`config.mk`:
```
export PLATFORM = sky130hd
export DESIGN_NAME = sfp_gen
export DESIGN_NICKNAME = d
export VERILOG_FILES = /design/src/rtl/sfp_pkg.sv /design/src/rtl/sfp_gen.sv
export SDC_FILE = /design/constraint.sdc
export NUM_CORES = 1
export LEC_CHECK = 0
export ABC_AREA = 1
export BUFFER_PORTS_ARGS = -buffer_cell sky130_fd_sc_hd__buf_2
export CAP_MARGIN = 0
export CORE_UTILIZATION = 30
export CTS_CLUSTER_SIZE = 28
export DETAILED_ROUTE_END_ITERATION = 8
export PLACE_DENSITY = 0.57
export SYNTH_ARGS = -nofsm -noshare
export SYNTH_HDL_FRONTEND = slang
export SYNTH_SLANG_ARGS = --single-unit
```
`constraint.sdc`:
```
create_clock -name clk -period 4.6 [get_ports clk]
set_input_delay 0.23 -clock clk [delete_from_list [all_inputs] [get_ports clk]]
set_output_delay 0.23 -clock clk [all_outputs]
set_load 0.02 [all_outputs]
```
`src/rtl/sfp_pkg.sv`:
```
`timescale 1ns / 1ps
// Shared types and constants for the starfield projection block.
package sfp_pkg;

  localparam int NUM_STARS = 256;
  localparam int IDX_W     = (NUM_STARS > 1) ? $clog2(NUM_STARS) : 1;
  localparam int DATA_W    = 8;
  localparam int COORD_W   = 16;
  localparam int CFG_IDX_W = 3;
  localparam int DIV_STEPS = COORD_W;
  localparam int DIV_CNT_W = $clog2(DIV_STEPS);

  localparam logic [DATA_W-1:0]  CENTRE_X      = 8'd160;
  localparam logic [DATA_W-1:0]  CENTRE_Y      = 8'd120;
  localparam logic [DATA_W-1:0]  SPAWN_X_OFS   = 8'd40;
  localparam logic [DATA_W-1:0]  SPAWN_DEPTH0  = 8'd255;
  localparam logic [DATA_W-1:0]  GRAY_FULL     = 8'd255;
  localparam logic [DATA_W-1:0]  DEPTH_STEP    = 8'd2;
  localparam logic [DATA_W-1:0]  DEPTH_DEAD    = 8'd1;
  localparam logic [COORD_W-1:0] SCREEN_W      = 16'd320;
  localparam logic [COORD_W-1:0] SCREEN_H      = 16'd240;

  typedef enum logic [CFG_IDX_W-1:0] {
    REG_SEED_A       = 3'd0,
    REG_SEED_B       = 3'd1,
    REG_SEED_C       = 3'd2,
    REG_SEED_COUNTER = 3'd3
  } cfg_reg_t;

  typedef enum logic {
    KIND_ERASE = 1'b0,
    KIND_DRAW  = 1'b1
  } pixel_kind_t;

  typedef struct packed {
    logic [DATA_W-1:0] x;
    logic [DATA_W-1:0] y;
    logic [DATA_W-1:0] depth;
  } star_t;

  typedef struct packed {
    logic              start;
    logic              neg;
    logic [DATA_W-1:0] mag;
    logic [DATA_W-1:0] den;
  } div_req_t;

  typedef struct packed {
    logic                      done;
    logic signed [COORD_W-1:0] quo;
  } div_rsp_t;

  typedef enum logic [3:0] {
    S_IDLE,
    S_READ,
    S_LOOK,
    S_SPAWN_X,
    S_SPAWN_Y,
    S_DIV_X,
    S_WAIT_X,
    S_DIV_Y,
    S_WAIT_Y,
    S_CHECK,
    S_EMIT_E,
    S_EMIT_D
  } state_t;

endpackage

```
`src/rtl/sfp_gen.sv`:
```
`timescale 1ns / 1ps
// Xor/add byte generator with seed loads from the configuration port.
module sfp_gen (
  input  logic                          clk,
  input  logic                          rst_n,
  input  logic                          cfg_we,
  input  logic [sfp_pkg::CFG_IDX_W-1:0] cfg_index,
  input  logic [sfp_pkg::DATA_W-1:0]    cfg_data,
  input  logic                          step,
  output logic [sfp_pkg::DATA_W-1:0]    value
);
  import sfp_pkg::*;

  logic [DATA_W-1:0] a_r, b_r, c_r, cnt_r;
  logic [DATA_W-1:0] a_nxt, b_nxt, c_nxt, cnt_nxt;
  logic [DATA_W-1:0] cnt_st, a_st, b_st, c_st;

  always_comb begin
    cnt_st = cnt_r + 8'd1;
    a_st   = a_r ^ c_r ^ cnt_st;
    b_st   = b_r + a_st;
    c_st   = (c_r + {1'b0, b_st[DATA_W-1:1]}) ^ a_st;
    value  = c_st;

    a_nxt   = a_r;
    b_nxt   = b_r;
    c_nxt   = c_r;
    cnt_nxt = cnt_r;
    if (cfg_we) begin
      unique case (cfg_reg_t'(cfg_index))
        REG_SEED_A:       a_nxt   = cfg_data;
        REG_SEED_B:       b_nxt   = cfg_data;
        REG_SEED_C:       c_nxt   = cfg_data;
        REG_SEED_COUNTER: cnt_nxt = cfg_data;
        default: ;
      endcase
    end else if (step) begin
      a_nxt   = a_st;
      b_nxt   = b_st;
      c_nxt   = c_st;
      cnt_nxt = cnt_st;
    end
  end

  always_ff @(posedge clk) begin
    if (!rst_n) begin
      a_r   <= '0;
      b_r   <= '0;
      c_r   <= '0;
      cnt_r <= '0;
    end else begin
      a_r   <= a_nxt;
      b_r   <= b_nxt;
      c_r   <= c_nxt;
      cnt_r <= cnt_nxt;
    end
  end

endmodule

```
==> flow_metrics.tcl <==
set metrics [dict create \
    fp.coreArea_um2 8260 \
    overflow 0 \
    std_cell_rows 33 \
    clockRootBuffer "clkbuf_8" \
    routed_wirelength_um 6620 \
    cts_made_buffers 5 \
    clockBufferDepth 2 \
    drt-vias-per-instance 4.89 \
    end_kind "primary output" \
    num_vias 2368 \
    p_leak_nw 1.30 \
    path_buf_inv 1 \
    worst_slew_pin_slew_ps 661 \
    htree_levels 2 \
    dpl.hpwl_um 5010 \
    timing.setup.tns_ps 0 \
    syn-cell-area_um2 2560 \
    track_usage_pct 15.8 \
    cts_tree "yes" \
    post-route-min-period_ps 4120 \
    place_ws_ps 814 \
    nets 412 \
    crit_family "simple AND/OR/NAND/NOR gates" \
    seq_area_frac_synth_pct 25.0 \
    critPathKind "flop to primary output" \
    place_area_um2 2760 \
    syn_inst 361 \
    rsz0062_at_grt "false" \
    power-per-cell-area_nw_per_um2 447 \
    wl_per_cell_um 13.7 \
    start_kind "flop" \
    drt-initial-drc-count 77 \
    io_pins 23 \
    crit_required_ps 4370 \
    holdCritPathClass "primary input to flop" \
    clock_sinks 32 \
    worst-path-max-fanout 6 \
    syn_to_final_growth_pct 11.2 \
    worstPathArrival_ps 3890 \
    holdPathStages 3 \
    grt_max_degree 33 \
    synth_top_area_share_pct 25.0 \
    cpMaxStageDelayCell "dfxtp_1" \
    synth_area_leader_cell "dfxtp_1" \
    clk_latency_ps 290 \
    synth_nets 394 \
    hold_buffers 0 \
    setup_violations 0 \
    synth_area_leaders "dfxtp_1, nand2_1, ha_1, inv_1, nand3_1" \
    die_h_um 94.4 \
    cpMostUsedCell "nand2_1" \
    final_common_cell "nand2_1" \
    ys_seq_elements 32 \
    yosysUniqueCellTypes 35 \
    crit_chain "ha_1, nand2_2, nor2_4, nand2_1, nand2_1, nand2_2, xor2_2, ha_1, nand2_1, or2_2, nand3_1, nand3_1, and2_1, ha_1, nand2_1, nor2_1, nand2_1, nand2_1, nand2_1, nand2_1, nand2_1, and2_1, buf_2" \
    gp_congestion 0.771 \
    final_layout_size_suffix_gt1_share_pct 17.4 \
    peakVddDrop_uv 130 \
    max_cap_violations 0 \
    drc 0 \
    post-route-period-util_pct 89.6 \
    cp.depth 23 \
    die_area_um2 8920 \
    status "finished clean" \
    skew_ps 4.81 \
    setup_slack_ps 479 \
    r2r_cells 24 \
    diodes 0 \
    antenna_found_initial 0 \
    drv_slew 0 \
    cts-resized-gates 0 \
    max_freq_mhz 243 \
    start_util_pct 31.0 \
    numPortBuffers 22 \
    path_clk_slew_ps 70 \
    finalHoldViolCount 0 \
    drtAntennaViolNets 0 \
    cts_setup_buffers 0 \
    drt_first_pass_iters 5 \
    grt_pass1_vias 2217 \
    yosys_warnings 0 \
    final_cell_mix "nand2_1, inv_1, dfxtp_1" \
    fin_area_um2 2850 \
    slowest_delay_ps 440 \
    relSlewSlack_pct 55.9 \
    die_width_um 94.4 \
    grt_pass1_wl_um 10700 \
    avgSynthCellArea_um2 7.10 \
]
[worst reg2reg max path, delay by kind of cell (launching register included)]
family / cells / cell delay [ps]
adder cells (fa/ha/maj): 3 / 920
XOR/XNOR: 2 / 510
buffers and inverters: 3 / 240
AO/OA/AOI/OAI: 1 / 50
AND/OR/NAND/NOR: 15 / 1340
flip-flops: 1 / 440
[through the flow]
stage,hold WS [ps],total power [mW],utilization (%),std cells
3_3_place_gp,512,1.03,33.4,477
3_5_place_dp,514,1.04,33.4,477
5_1_grt,286,1.37,34.5,484
2_1_floorplan,368,0.868,-,361
6_report,275,1.28,34.5,484
4_1_cts,274,1.28,34.5,484
[routing by layer]
metal	wire length (um)	GRT usage (%)
met1	3320	20.7
met2	3010	26.7
met3	199	2.17
met4	89	5.00
met5	0	0
[synthesized netlist by cell type (all sizes together)]
master	instances
fa	2
nand3	31
o21bai	2
o21a	1
xnor2	14
ha	16
or2	4
inv	44
dfxtp	32
nor2	19
xor2	16
and2	5
o21ai	35
and3	1
a31oi	24
buf	6
a21oi	18
clkbuf	5
nand2	84
nand4	2
[flip-flops by register name (all words and copies together) (netlist names)]
| signal | cells |
|---|---|
| a_r | 8 |
| b_r | 8 |
| c_r | 8 |
| cnt_r | 8 |
[power breakdown]
group / switching, mW / internal [mW]
Combinational: 0.437 / 0.264
Clock: 0.112 / 0.133
Sequential: 0.0259 / 0.303
Total: 0.575 / 0.700
[area by class of cell]
| class | instances | area [um^2] |
|---|---|---|
| Inverter | 44 | 165 |
| Fill cell | 904 | 5410 |
| Timing Repair Buffer | 22 | 110 |
| Clock buffer | 7 | 96.3 |
| Sequential cell | 32 | 641 |
| Multi-Input combinational cell | 274 | 1710 |
| Tap cell | 105 | 131 |
[logic make-up after synthesis]
family,Yosys count,share of synthesized area [%]
flops,32,25.0
compound gates,80,18.2
simple gates,146,26.3
fa+ha+maj,18,9.37
buf+inv,55,8.39
xor+xnor,30,12.7
[final timing paths]
path / startpoint / end / slack, ps
max: cnt_r[0] / value[7] / 480
max reg2reg: cnt_r[0] / c_r[6] / 990
min reg2reg: a_r[1] / a_r[1] / 530
min: cfg_data[5] / cnt_r[5] / 270
No activity file was read; power rests on OpenSTA's default activity.
