==> src/rtl/sfp_pkg.sv <==
`timescale 1ns / 1ps
// Shared types and constants for the starfield projection block.
package sfp_pkg;

  localparam int NUM_STARS = 256;
  localparam int IDX_W     = (NUM_STARS > 1) ? $clog2(NUM_STARS) : 1;
  localparam int DATA_W    = 8;
  localparam int COORD_W   = 16;
  localparam int CFG_IDX_W = 3;
  localparam int DIV_STEPS = COORD_W;
  localparam int DIV_CNT_W = $clog2(DIV_STEPS);

  localparam logic [DATA_W-1:0]  CENTRE_X      = 8'd160;
  localparam logic [DATA_W-1:0]  CENTRE_Y      = 8'd120;
  localparam logic [DATA_W-1:0]  SPAWN_X_OFS   = 8'd40;
  localparam logic [DATA_W-1:0]  SPAWN_DEPTH0  = 8'd255;
  localparam logic [DATA_W-1:0]  GRAY_FULL     = 8'd255;
  localparam logic [DATA_W-1:0]  DEPTH_STEP    = 8'd2;
  localparam logic [DATA_W-1:0]  DEPTH_DEAD    = 8'd1;
  localparam logic [COORD_W-1:0] SCREEN_W      = 16'd320;
  localparam logic [COORD_W-1:0] SCREEN_H      = 16'd240;

  typedef enum logic [CFG_IDX_W-1:0] {
    REG_SEED_A       = 3'd0,
    REG_SEED_B       = 3'd1,
    REG_SEED_C       = 3'd2,
    REG_SEED_COUNTER = 3'd3
  } cfg_reg_t;

  typedef enum logic {
    KIND_ERASE = 1'b0,
    KIND_DRAW  = 1'b1
  } pixel_kind_t;

  typedef struct packed {
    logic [DATA_W-1:0] x;
    logic [DATA_W-1:0] y;
    logic [DATA_W-1:0] depth;
  } star_t;

  typedef struct packed {
    logic              start;
    logic              neg;
    logic [DATA_W-1:0] mag;
    logic [DATA_W-1:0] den;
  } div_req_t;

  typedef struct packed {
    logic                      done;
    logic signed [COORD_W-1:0] quo;
  } div_rsp_t;

  typedef enum logic [3:0] {
    S_IDLE,
    S_READ,
    S_LOOK,
    S_SPAWN_X,
    S_SPAWN_Y,
    S_DIV_X,
    S_WAIT_X,
    S_DIV_Y,
    S_WAIT_Y,
    S_CHECK,
    S_EMIT_E,
    S_EMIT_D
  } state_t;

endpackage

==> src/rtl/sfp_div.sv <==
`timescale 1ns / 1ps
// Shared restoring divider, one quotient bit per cycle, sign applied at the end.
module sfp_div (
  input  logic              clk,
  input  logic              rst_n,
  input  sfp_pkg::div_req_t req,
  output sfp_pkg::div_rsp_t rsp
);
  import sfp_pkg::*;

  logic                 busy_r, done_r, neg_r;
  logic [DIV_CNT_W-1:0] cnt_r;
  logic [DATA_W-1:0]    rem_r, den_r;
  logic [COORD_W-1:0]   dvd_r;
  logic [DATA_W:0]      trial;
  logic                 fit;
  logic [DATA_W-1:0]    rem_nxt;

  always_comb begin
    trial   = {rem_r, dvd_r[COORD_W-1]};
    fit     = (trial >= {1'b0, den_r});
    rem_nxt = fit ? DATA_W'(trial - {1'b0, den_r}) : trial[DATA_W-1:0];
  end

  always_ff @(posedge clk) begin
    if (!rst_n) begin
      busy_r <= 1'b0;
      done_r <= 1'b0;
      cnt_r  <= '0;
    end else begin
      done_r <= 1'b0;
      if (req.start) begin
        busy_r <= 1'b1;
        cnt_r  <= '0;
      end else if (busy_r) begin
        cnt_r <= cnt_r + 1'b1;
        if (cnt_r == DIV_CNT_W'(DIV_STEPS - 1)) begin
          busy_r <= 1'b0;
          done_r <= 1'b1;
        end
      end
    end
  end

  always_ff @(posedge clk) begin
    if (req.start) begin
      rem_r <= '0;
      den_r <= req.den;
      neg_r <= req.neg;
      dvd_r <= {req.mag, {(COORD_W - DATA_W){1'b0}}};
    end else if (busy_r) begin
      rem_r <= rem_nxt;
      dvd_r <= {dvd_r[COORD_W-2:0], fit};
    end
  end

  assign rsp.done = done_r;
  assign rsp.quo  = neg_r ? $signed(~dvd_r + 1'b1) : $signed(dvd_r);

endmodule

==> config.mk <==
export PLATFORM = sky130hd
export DESIGN_NAME = sfp_div
export DESIGN_NICKNAME = d
export VERILOG_FILES = /design/src/rtl/sfp_pkg.sv /design/src/rtl/sfp_div.sv
export SDC_FILE = /design/constraint.sdc
export NUM_CORES = 1
export LEC_CHECK = 0
export ABC_CLOCK_PERIOD_IN_PS = 1900
export BUFFER_PORTS_ARGS = -buffer_cell sky130_fd_sc_hd__buf_2
export CORE_MARGIN = 8
export CORE_UTILIZATION = 30
export DETAILED_ROUTE_END_ITERATION = 12
export PLACE_DENSITY = 0.46
export SLEW_MARGIN = 20
export SYNTH_ARGS = -nofsm -noshare
export SYNTH_HDL_FRONTEND = slang
export SYNTH_SLANG_ARGS = --single-unit
==> constraint.sdc <==
create_clock -name clk -period 1.9 [get_ports clk]
set_input_delay 0.095 -clock clk [delete_from_list [all_inputs] [get_ports clk]]
set_output_delay 0.095 -clock clk [all_outputs]
set_load 0.005 [all_outputs]
==> run summary, run 1 <==
CTS root buffer: clkbuf_8
Antenna violations before repair: 0
Worst-Margin Slew: 0.528 ns
RePlAce Congestion: 0.815
Antenna Nets Post-Route: 0
Die H: 103 um
CORE AREA: 7290 um2
Xor/xnor share of the synthesized area: 0.0769
RSZ-0062 raised after global routing: yes
Syn avg cell area: 9.53 um2
Number of synthesized flops with an enable pin: 17
Final core utilization: 0.452
R2R setup slack: -0.03 ns
Synthesized net count: 270
Final hold violations: 0
R2R depth: 7
Reg power frac: 0.420
Outcome: finished with violations
Die Footprint: 10600 um2
Combinational Power Share: 0.347
Total global-route track usage: 0.121
Share of cells above drive strength 1: 0.401
Post-route DRC: 0
Final Cell Area: 3290 um2
Switching share of power: 0.315
Worst Path Arrival: 1.93 ns
Fmax: 495 MHz
Longest Clk Path Bufs: 2
Sink Count: 39
Setup ws final: -0.121 ns
Hold WS: 0.0273 ns
Cell-internal power: 1.60 mW
Total Wirelength: 6.26 mm
Maxcap violations: 0
Req. time, crit path: 1.80 ns
Area Growth Syn to Fin: 44.6%
Largest family of logic cells by synthesized area: compound AO/OA/AOI/OAI gates
Final setup fails: 7
Hold Startpoint: rst_n
Clk Latency, worst-skew pair: 0.30 ns
Crit. End Element: output port
Synthesized area: 2280 um2
Per-cell routed wire length: 14.6 um
CP bufs+invs: 2
CTS tree: yes
Maximum VDD drop: 0.324 mV
HPWL Detailed: 4.59 mm
Tcrit/Tclk final: 1.06
Drt first pass iters: 4
Starting Density: 0.312
Hold Crit Endpoint: busy_r$_SDFF_PN0_
Multiplexer share of the synthesized area: 0.0351
Unique cell type count in the Yosys netlist: 46
CP top delay family: simple AND/OR/NAND/NOR gates
Hold Path Class: primary input to flip-flop
Final Skew: 0.0118 ns
Register bit total from synthesis: 39
IO Pins: 37
Setup WS pre-CTS: -0.160 ns
Top FF cell, synth: dfxtp_1
CP cell instances: or4_4 -> o31ai_4 -> buf_4 -> xnor2_2 -> buf_2
Clk pwr share: 0.234
H-tree lvl count: 2
Fillers: 758
Largest net degree at the start of global routing: 31
Sw power: 0.736 mW
PortBufs: 36
FF/Latch Area: 952 um2
Worst reg2reg endpoint: rem_r[6]$_SDFFE_PP0P_
Relative slew margins: 0.647
GR Overflow Total: 0
Placed Area: 2840 um2
Post-Synth Adder-Cell Area: 0.0637
Yosys warning total: 0
Crit Path Max Fanout: 2
Reg-to-reg startpoint: den_r[0]$_DFFE_PP_
Compound-Gate Fraction of Synth Area: 0.186
Area occupied by multi-input gates: 1450 um2
Routed via count: 2030
N_diodes: 0
Gate Count Post-Synth: 239
Slew Viols, Final: 0
Initial DRC Count: 73
Chip width: 103 um
Crit path launch: dvd_r[13]$_DFFE_PP_
Slowest cell on crit path: or4_4
WHS Path Cells: 2
Final Net Count: 359
Worst stage delay on the critical path: 0.58 ns
First-pass GRT wire length: 10.0 mm
Leak: 1.39 nW
Pwr dens: 711 nW/um2
Critical path class: flip-flop to output port
Violated checks: setup timing
Clk slew on worst S/H paths: 0.08 ns
Async SR Flop Fraction: 0
Vias/cell: 4.74
Sequential area share after synthesis: 0.417
Post-synthesis simple-gate area fraction: 0.160
Critical Path Start Type: flip-flop
Tmin final: 2.02 ns
CTS Buf Count: 5
Cell Rows: 31
Vias in the first global route: 2058
==> final cells by class <==
type                    instances  share of cell area
inverters                      15              0.0171
multi-input cells             175               0.440
well taps                      99              0.0376
clock inverters                 2             0.00266
flip-flops and latches         39               0.289
repair buffers                 92               0.191
clock buffers                   6              0.0220
==> timing repair <==
action / in CTS / in global routing
endpoints found under the hold margin: 9 / 0
pin swaps: 2 / 11
endpoints found under the setup margin: 17 / 16
gates resized for setup: 25 / 27
hold buffers: 9 / 0
buffers inserted: 1 / 3
==> logic make-up after synthesis <==
kind of cell | count (synthesis)
DFF | 39
xor gates and xnor gates | 20
adders and majority gates | 11
buffers and inverters | 25
and+or+nand+nor | 77
muxes | 8
AOI/OAI and AO/OA | 59
==> synth_stat cells, drive strengths merged (5+ instances only) <==
cell     n  area [um2]
mux2i    8        80.1
nand3    8        45.0
o21ai   16        80.1
nand2   21        78.8
a21oi    7        35.0
edfxtp  17         510
buf      8        75.1
dfxtp   22         440
nand2b   6        37.5
o31ai    5        37.5
inv     15        56.3
xnor2   18         158
ha      10         125
a22o     6        52.6
nor2    28         105
==> cells in the final DEF (no fill, tap or decap), types with 5 or more instances in the layout <==
cell type | netlist | routed
buf_4 | 2 | 45
buf_2 | 0 | 36
nor2_1 | 28 | 27
dfxtp_1 | 22 | 21
nand2_1 | 21 | 19
xnor2_1 | 18 | 17
edfxtp_1 | 17 | 17
inv_1 | 15 | 12
o21ai_0 | 16 | 10
dlygate4sd3_1 | 0 | 9
mux2i_1 | 8 | 8
a22o_1 | 6 | 6
nand2b_1 | 6 | 5
ha_1 | 10 | 5
ha_4 | 0 | 5
clkbuf_8 | 0 | 5
==> state kept, by name, indices dropped and copies added (netlist names) <==
name	cells
done_r	1
neg_r	1
dvd_r	16
den_r	8
rem_r	8
busy_r	1
cnt_r	4
==> power by group through the flow <==
| stage | clock network [mW] | logic (mW) | registers (mW) |
|---|---|---|---|
| floorplan | 0 | 0.382 | 0.989 |
| global placement | 0 | 0.670 | 0.991 |
| detailed placement | 0 | 0.668 | 0.990 |
| CTS | 0.574 | 0.729 | 0.977 |
| global route | 0.605 | 0.890 | 0.989 |
| finish | 0.547 | 0.812 | 0.982 |
==> metrics by stage <==
stage | TNS [ns] | cells | total power [mW]
finish | -0.370 | 428 | 2.34
global route | -1.25 | 428 | 2.48
CTS | -0.342 | 425 | 2.28
detailed placement | -0.664 | 407 | 1.66
global placement | -0.353 | 407 | 1.66
floorplan | 0 | 239 | 1.37
==> metal layers <==
| layer | global-route usage | part of all wire |
|---|---|---|
| met1 | 0.165 | 0.50 |
| met2 | 0.184 | 0.44 |
| met3 | 0.0263 | 0.047 |
| met4 | 0.0400 | 0.012 |
| met5 | 0 | 0 |
==> worst max-delay path by stage <==
stage,slack (ns),endpoint,cells past startpoint
final,-0.12,rsp[15],5
after global routing,-0.21,rsp[12],7
after CTS,-0.16,rsp[15],5
after detailed placement,-0.16,rem_r[5]$_SDFFE_PP0P_,9
after global placement,-0.13,rem_r[5]$_SDFFE_PP0P_,9
after floorplan,0.01,rem_r[4]$_SDFFE_PP0P_,7
Note: power is estimated with default switching activity, not from simulation.
==> inputs of run 2 (changes only) <==
--- a/config.mk
+++ b/config.mk
@@ -11,6 +11,7 @@
 export CORE_UTILIZATION = 30
 export DETAILED_ROUTE_END_ITERATION = 12
 export PLACE_DENSITY = 0.46
+export SETUP_SLACK_MARGIN = 0.5
 export SLEW_MARGIN = 20
 export SYNTH_ARGS = -nofsm -noshare
 export SYNTH_HDL_FRONTEND = slang
==> run summary, run 2 (same netlist as run 1, synthesis figures left out) <==
Outcome: finished with violations
Post-route DRC: 0 (unchanged)
Pwr dens: 723 nW/um2 (+1.7%)
Relative slew margins: 0.655 (+0.00792)
Final Skew: 0.00957 ns (-0.00221 ns)
Cell Rows: 31 (unchanged)
Final Net Count: 348 (-3.1%)
Die H: 103 um (unchanged)
Sink Count: 39 (unchanged)
Maxcap violations: 0 (unchanged)
Routed via count: 2004 (-1.3%)
Final Cell Area: 3450 um2 (+4.6%)
Critical Path Start Type: flip-flop
Clk slew on worst S/H paths: 0.08 ns (about the same)
Fmax: 508 MHz (+2.7%)
Starting Density: 0.312 (unchanged)
Die Footprint: 10600 um2 (unchanged)
Clk Latency, worst-skew pair: 0.29 ns (about the same)
Initial DRC Count: 61 (-16%)
GR Overflow Total: 0 (unchanged)
Hold WS: 0.0250 ns (-0.00230 ns)
Chip width: 103 um (unchanged)
CTS Buf Count: 5 (unchanged)
Biggest register: dvd_r
Worst Path Arrival: 2.16 ns (+0.23 ns)
CORE AREA: 7290 um2 (unchanged)
First-pass GRT wire length: 9.69 mm (-3.3%)
Fin cells: 417 (-2.6%)
Crit path launch: den_r[0]$_DFFE_PP_
Maximum VDD drop: 0.393 mV (+21%)
Max Used Layer: met4
R2R depth: 7 (unchanged)
Placed Area: 2770 um2 (-2.4%)
Largest register FFs: 16 (unchanged)
CTS root buffer: clkbuf_8
Leading cell type in the layout, fill and taps excluded: buf_2
N_diodes: 0 (unchanged)
Longest Clk Path Bufs: 2 (unchanged)
Share of cells above drive strength 1: 0.453 (+0.0516)
Worst reg2reg endpoint: rem_r[6]$_SDFFE_PP0P_
Crit Path Max Fanout: 2 (unchanged)
Area Growth Syn to Fin: 51.3%
Crit. End Element: flip-flop
Slew Viols, Final: 0 (unchanged)
Worst-Margin Slew: 0.516 ns (-0.0118 ns)
Antenna violations before repair: 0 (unchanged)
H-tree lvl count: 2 (unchanged)
Total Wirelength: 6.15 mm (-1.7%)
Tcrit/Tclk final: 1.04 (-0.0284)
Reg-to-reg startpoint: den_r[0]$_DFFE_PP_
Critical path class: flip-flop to flip-flop
Vias/cell: 4.81 (+1.3%)
Violated checks: setup timing
Inst Count DP: 383 (-5.9%)
Biggest regs: dvd_r (16), den_r (8), rem_r (8)
IO Pins: 37 (unchanged)
HPWL Detailed: 4.16 mm (-9.4%)
Per-cell routed wire length: 14.8 um (+0.93%)
R2R setup slack: -0.07 ns (-0.04 ns)
Leak: 1.39 nW (+0.26%)
Total global-route track usage: 0.117 (-0.00403)
Met1 wire length: 2.77 mm (-12%)
CTS tree: yes
Metal3 WL: 171 um (-41%)
Setup WS pre-CTS: -0.0491 ns (+0.111 ns)
PortBufs: 36 (unchanged)
RePlAce Congestion: 0.748 (-8.2%)
Final hold violations: 0 (unchanged)
Drt first pass iters: 4 (unchanged)
Pwr Total: 2.49 mW (+6.4%)
Largest net degree at the start of global routing: 31 (unchanged)
Antenna Nets Post-Route: 0 (unchanged)
Vias in the first global route: 2014 (-2.1%)
Met2 WL post-DR: 3.19 mm (+17%)
RSZ-0062 raised after global routing: yes
Final setup fails: 5 (-2)
Total negative slack: -0.248 ns (+0.121 ns)
Final core utilization: 0.473 (+0.0209)
Hold Path Class: primary input to flip-flop
Crit path to: rem_r[6]$_SDFFE_PP0P_
Most frequent cells in the layout: buf_2 (36), buf_4 (27), nor2_1 (26)
Req. time, crit path: 2.09 ns (+0.29 ns)
Setup ws final: -0.0673 ns (+0.0540 ns)
Tmin final: 1.97 ns (-0.0540 ns)
## run 2: cell count changes in the layout (fill, tap and decap cells not counted), sizes merged
cell | before | now
buf | 83 | 72
clkbuf | 6 | 8
clkinv | 2 | 0
## run 2: routing by layer
layer / vias up / track usage
met5: - / 0
met4: 0 / 0.0334
met3: 2 / 0.0236
met2: 24 / 0.198
met1: 961 / 0.147
li1: 1017 / -
## run 2: power breakdown
part / total, mW / switching [mW] / internal (mW)
logic: 0.866 / 0.418 / 0.449
clock network: 0.642 / 0.301 / 0.341
registers: 0.983 / 0.0517 / 0.931
total: 2.49 / 0.771 / 1.72
## run 2: timing repair
action | in CTS | in global routing
hold endpoints to repair | 9 | 0
gates resized for setup | 44 | 27
hold buffers | 9 | 0
pin swaps | 25 | 16
endpoints found under the setup margin | 24 | 23
buffers inserted | 11 | 6
## run 2: layout make-up
class	instances	area, um2
Inverter	15	58.8
Sequential cell	39	967
Tap cell	99	124
Fill cell	727	3840
Clock buffer	8	101
Multi-Input combinational cell	175	1610
Timing Repair Buffer	81	587
## run 2: worst min-delay path by stage
| stage | slack [ns] | cells past startpoint | startpoint | to |
|---|---|---|---|---|
| 2_1_floorplan | 0.19 | 0 | req[0] | den_r[0]$_DFFE_PP_ |
| 3_3_place_gp | 0.27 | 1 | req[3] | den_r[3]$_DFFE_PP_ |
| 3_5_place_dp | 0.27 | 1 | req[6] | den_r[6]$_DFFE_PP_ |
| 4_1_cts | 0.01 | 2 | rst_n | busy_r$_SDFF_PN0_ |
| 5_1_grt | 0.04 | 2 | rst_n | busy_r$_SDFF_PN0_ |
| 6_report | 0.02 | 2 | rst_n | busy_r$_SDFF_PN0_ |
## run 2: critical path, stage by stage (launching register included)
cell and delay, ns:
edfxtp_1 0.43, ha_4 0.19, fa_2 0.35, nand2b_4 0.16
a2111o_1 0.36, o211ai_1 0.09, o21ai_1 0.09, a311oi_1 0.21
==> inputs of run 3 (changes only) <==
--- a/config.mk
+++ b/config.mk
@@ -10,7 +10,7 @@
 export CORE_MARGIN = 8
 export CORE_UTILIZATION = 30
 export DETAILED_ROUTE_END_ITERATION = 12
-export PLACE_DENSITY = 0.46
+export PLACE_DENSITY_LB_ADDON = 0.12
 export SETUP_SLACK_MARGIN = 0.5
 export SLEW_MARGIN = 20
 export SYNTH_ARGS = -nofsm -noshare
==> run summary, run 3 (same netlist as run 1, synthesis figures left out) <==
Req. time, crit path: 1.80 ns (-0.29 ns)
R2R depth: 7 (unchanged)
Starting Density: 0.312 (unchanged)
Die H: 103 um (unchanged)
Final Net Count: 360 (+3.4%)
GR Overflow Total: 0 (unchanged)
Slew Viols, Final: 0 (unchanged)
Hold Path Class: primary input to flip-flop
Tmin final: 2.00 ns (+0.0370 ns)
Crit path launch: dvd_r[3]$_SDFFE_PP0P_
Clk Latency, worst-skew pair: 0.30 ns (about the same)
Drt first pass iters: 4 (unchanged)
R2R setup slack: -0.06 ns (about the same)
Leading cell type in the layout, fill and taps excluded: buf_2
Routed via count: 2045 (+2.0%)
Violated checks: setup timing
N_diodes: 0 (unchanged)
Area Growth Syn to Fin: 58.3%
Largest net degree at the start of global routing: 31 (unchanged)
Most frequent cells in the layout: buf_2 (36), buf_4 (32), nor2_1 (25)
Sink Count: 39 (unchanged)
Biggest register: dvd_r
Maximum VDD drop: 0.262 mV (-33%)
Total Wirelength: 6.42 mm (+4.4%)
CORE AREA: 7290 um2 (unchanged)
Crit path to: rsp[15]
Antenna Nets Post-Route: 0 (unchanged)
Tcrit/Tclk final: 1.05 (+0.0195)
Initial DRC Count: 71 (+16%)
Outcome: finished with violations
Biggest regs: dvd_r (16), den_r (8), rem_r (8)
Final hold violations: 0 (unchanged)
Pwr dens: 729 nW/um2 (+0.84%)
Longest Clk Path Bufs: 2 (unchanged)
Share of cells above drive strength 1: 0.488 (+0.0350)
Largest register FFs: 16 (unchanged)
Per-cell routed wire length: 15.0 um (+1.5%)
First-pass GRT wire length: 10.6 mm (+9.1%)
RSZ-0062 raised after global routing: yes
Setup ws final: -0.104 ns (-0.0370 ns)
Final core utilization: 0.495 (+0.0218)
Post-route DRC: 0 (unchanged)
PortBufs: 36 (unchanged)
CTS tree: yes
Critical path class: flip-flop to output port
CTS Buf Count: 5 (unchanged)
Clk slew on worst S/H paths: 0.08 ns (about the same)
Final Skew: 0.00676 ns (-0.00280 ns)
Die Footprint: 10600 um2 (unchanged)
Fmax: 499 MHz (-1.8%)
Vias/cell: 4.77 (-0.81%)
Critical Path Start Type: flip-flop
H-tree lvl count: 2 (unchanged)
Worst-Margin Slew: 0.438 ns (-0.0782 ns)
Chip width: 103 um (unchanged)
Maxcap violations: 0 (unchanged)
CTS root buffer: clkbuf_8
Final setup fails: 6 (+1)
Cell Rows: 31 (unchanged)
Pwr Total: 2.63 mW (+5.5%)
HPWL Detailed: 4.33 mm (+4.2%)
Worst Path Arrival: 1.91 ns (-0.25 ns)
Reg-to-reg startpoint: den_r[0]$_DFFE_PP_
Leak: 1.49 nW (+7.0%)
Crit. End Element: output port
IO Pins: 37 (unchanged)
Worst reg2reg endpoint: rem_r[6]$_SDFFE_PP0P_
RePlAce Congestion: 0.774 (+3.4%)
Antenna violations before repair: 0 (unchanged)
Setup WS pre-CTS: -0.0452 ns (+0.00390 ns)
Relative slew margins: 0.708 (+0.0534)
Crit Path Max Fanout: 3 (+1)
Fillers: 728 (+0.14%)
Vias in the first global route: 2092 (+3.9%)
Total global-route track usage: 0.128 (+0.0112)
## run 3: metal layers
layer	vias to the layer above	track usage	part of all wire
met3	9	0.0311	0.029
li1	1043	-	-
met2	23	0.206	0.49
met4	0	0.0412	0.014
met5	-	0	0
met1	970	0.164	0.47
## run 3: repair_timing
item / CTS / global route
endpoints found under the setup margin: 24 / 30
endpoints found under the hold margin: 10 / 0
hold buffers: 10 / 0
pin swaps: 19 / 30
resized for setup: 46 / 37
setup buffers: 19 / 10
## run 3: how the worst min path moves through the flow
stage	startpoint	to	slack, ns	depth (start not counted)
6_report	req[8]	dvd_r[8]$_DFFE_PP_	0.08	3
5_1_grt	req[8]	dvd_r[8]$_DFFE_PP_	0.07	3
4_1_cts	req[8]	dvd_r[8]$_DFFE_PP_	0.07	3
3_5_place_dp	req[6]	den_r[6]$_DFFE_PP_	0.27	1
3_3_place_gp	req[3]	den_r[3]$_DFFE_PP_	0.27	1
2_1_floorplan	req[0]	den_r[0]$_DFFE_PP_	0.19	0
## run 3: area by class of cell
class                           count  area [um2]  area share
Clock buffer                        7         119      0.0330
Clock inverter                      1        7.51     0.00208
Inverter                           15        58.8      0.0163
Multi-Input combinational cell    175        1620       0.449
Sequential cell                    39         971       0.269
Tap cell                           99         124      0.0344
Timing Repair Buffer               93         707       0.196
## run 3: worst max-delay path: stages, from the launching register on
cell,delay [ns]
dfxtp_4,0.35
or2_4,0.25
nor4_4,0.23
nand3_2,0.17
buf_6,0.16
o31ai_4,0.16
xnor2_1,0.14
buf_2,0.14
## run 3: stage by stage
step / cells / TNS, ns / hold slack (ns) / cell area, um2
after detailed placement: 382 / -0.0888 / 0.274 / 2760
after global placement: 382 / -0.000510 / 0.271 / 2760
after floorplan: 239 / 0 / 0.194 / 2400
final: 429 / -0.286 / 0.0765 / 3610
after CTS: 419 / -0.441 / 0.0695 / 3350
after global routing: 429 / -1.49 / 0.0735 / 3610
## run 3: where the power goes
part,switching [mW],internal [mW]
Combinational,0.437,0.481
Sequential,0.0481,0.932
Clock,0.312,0.418
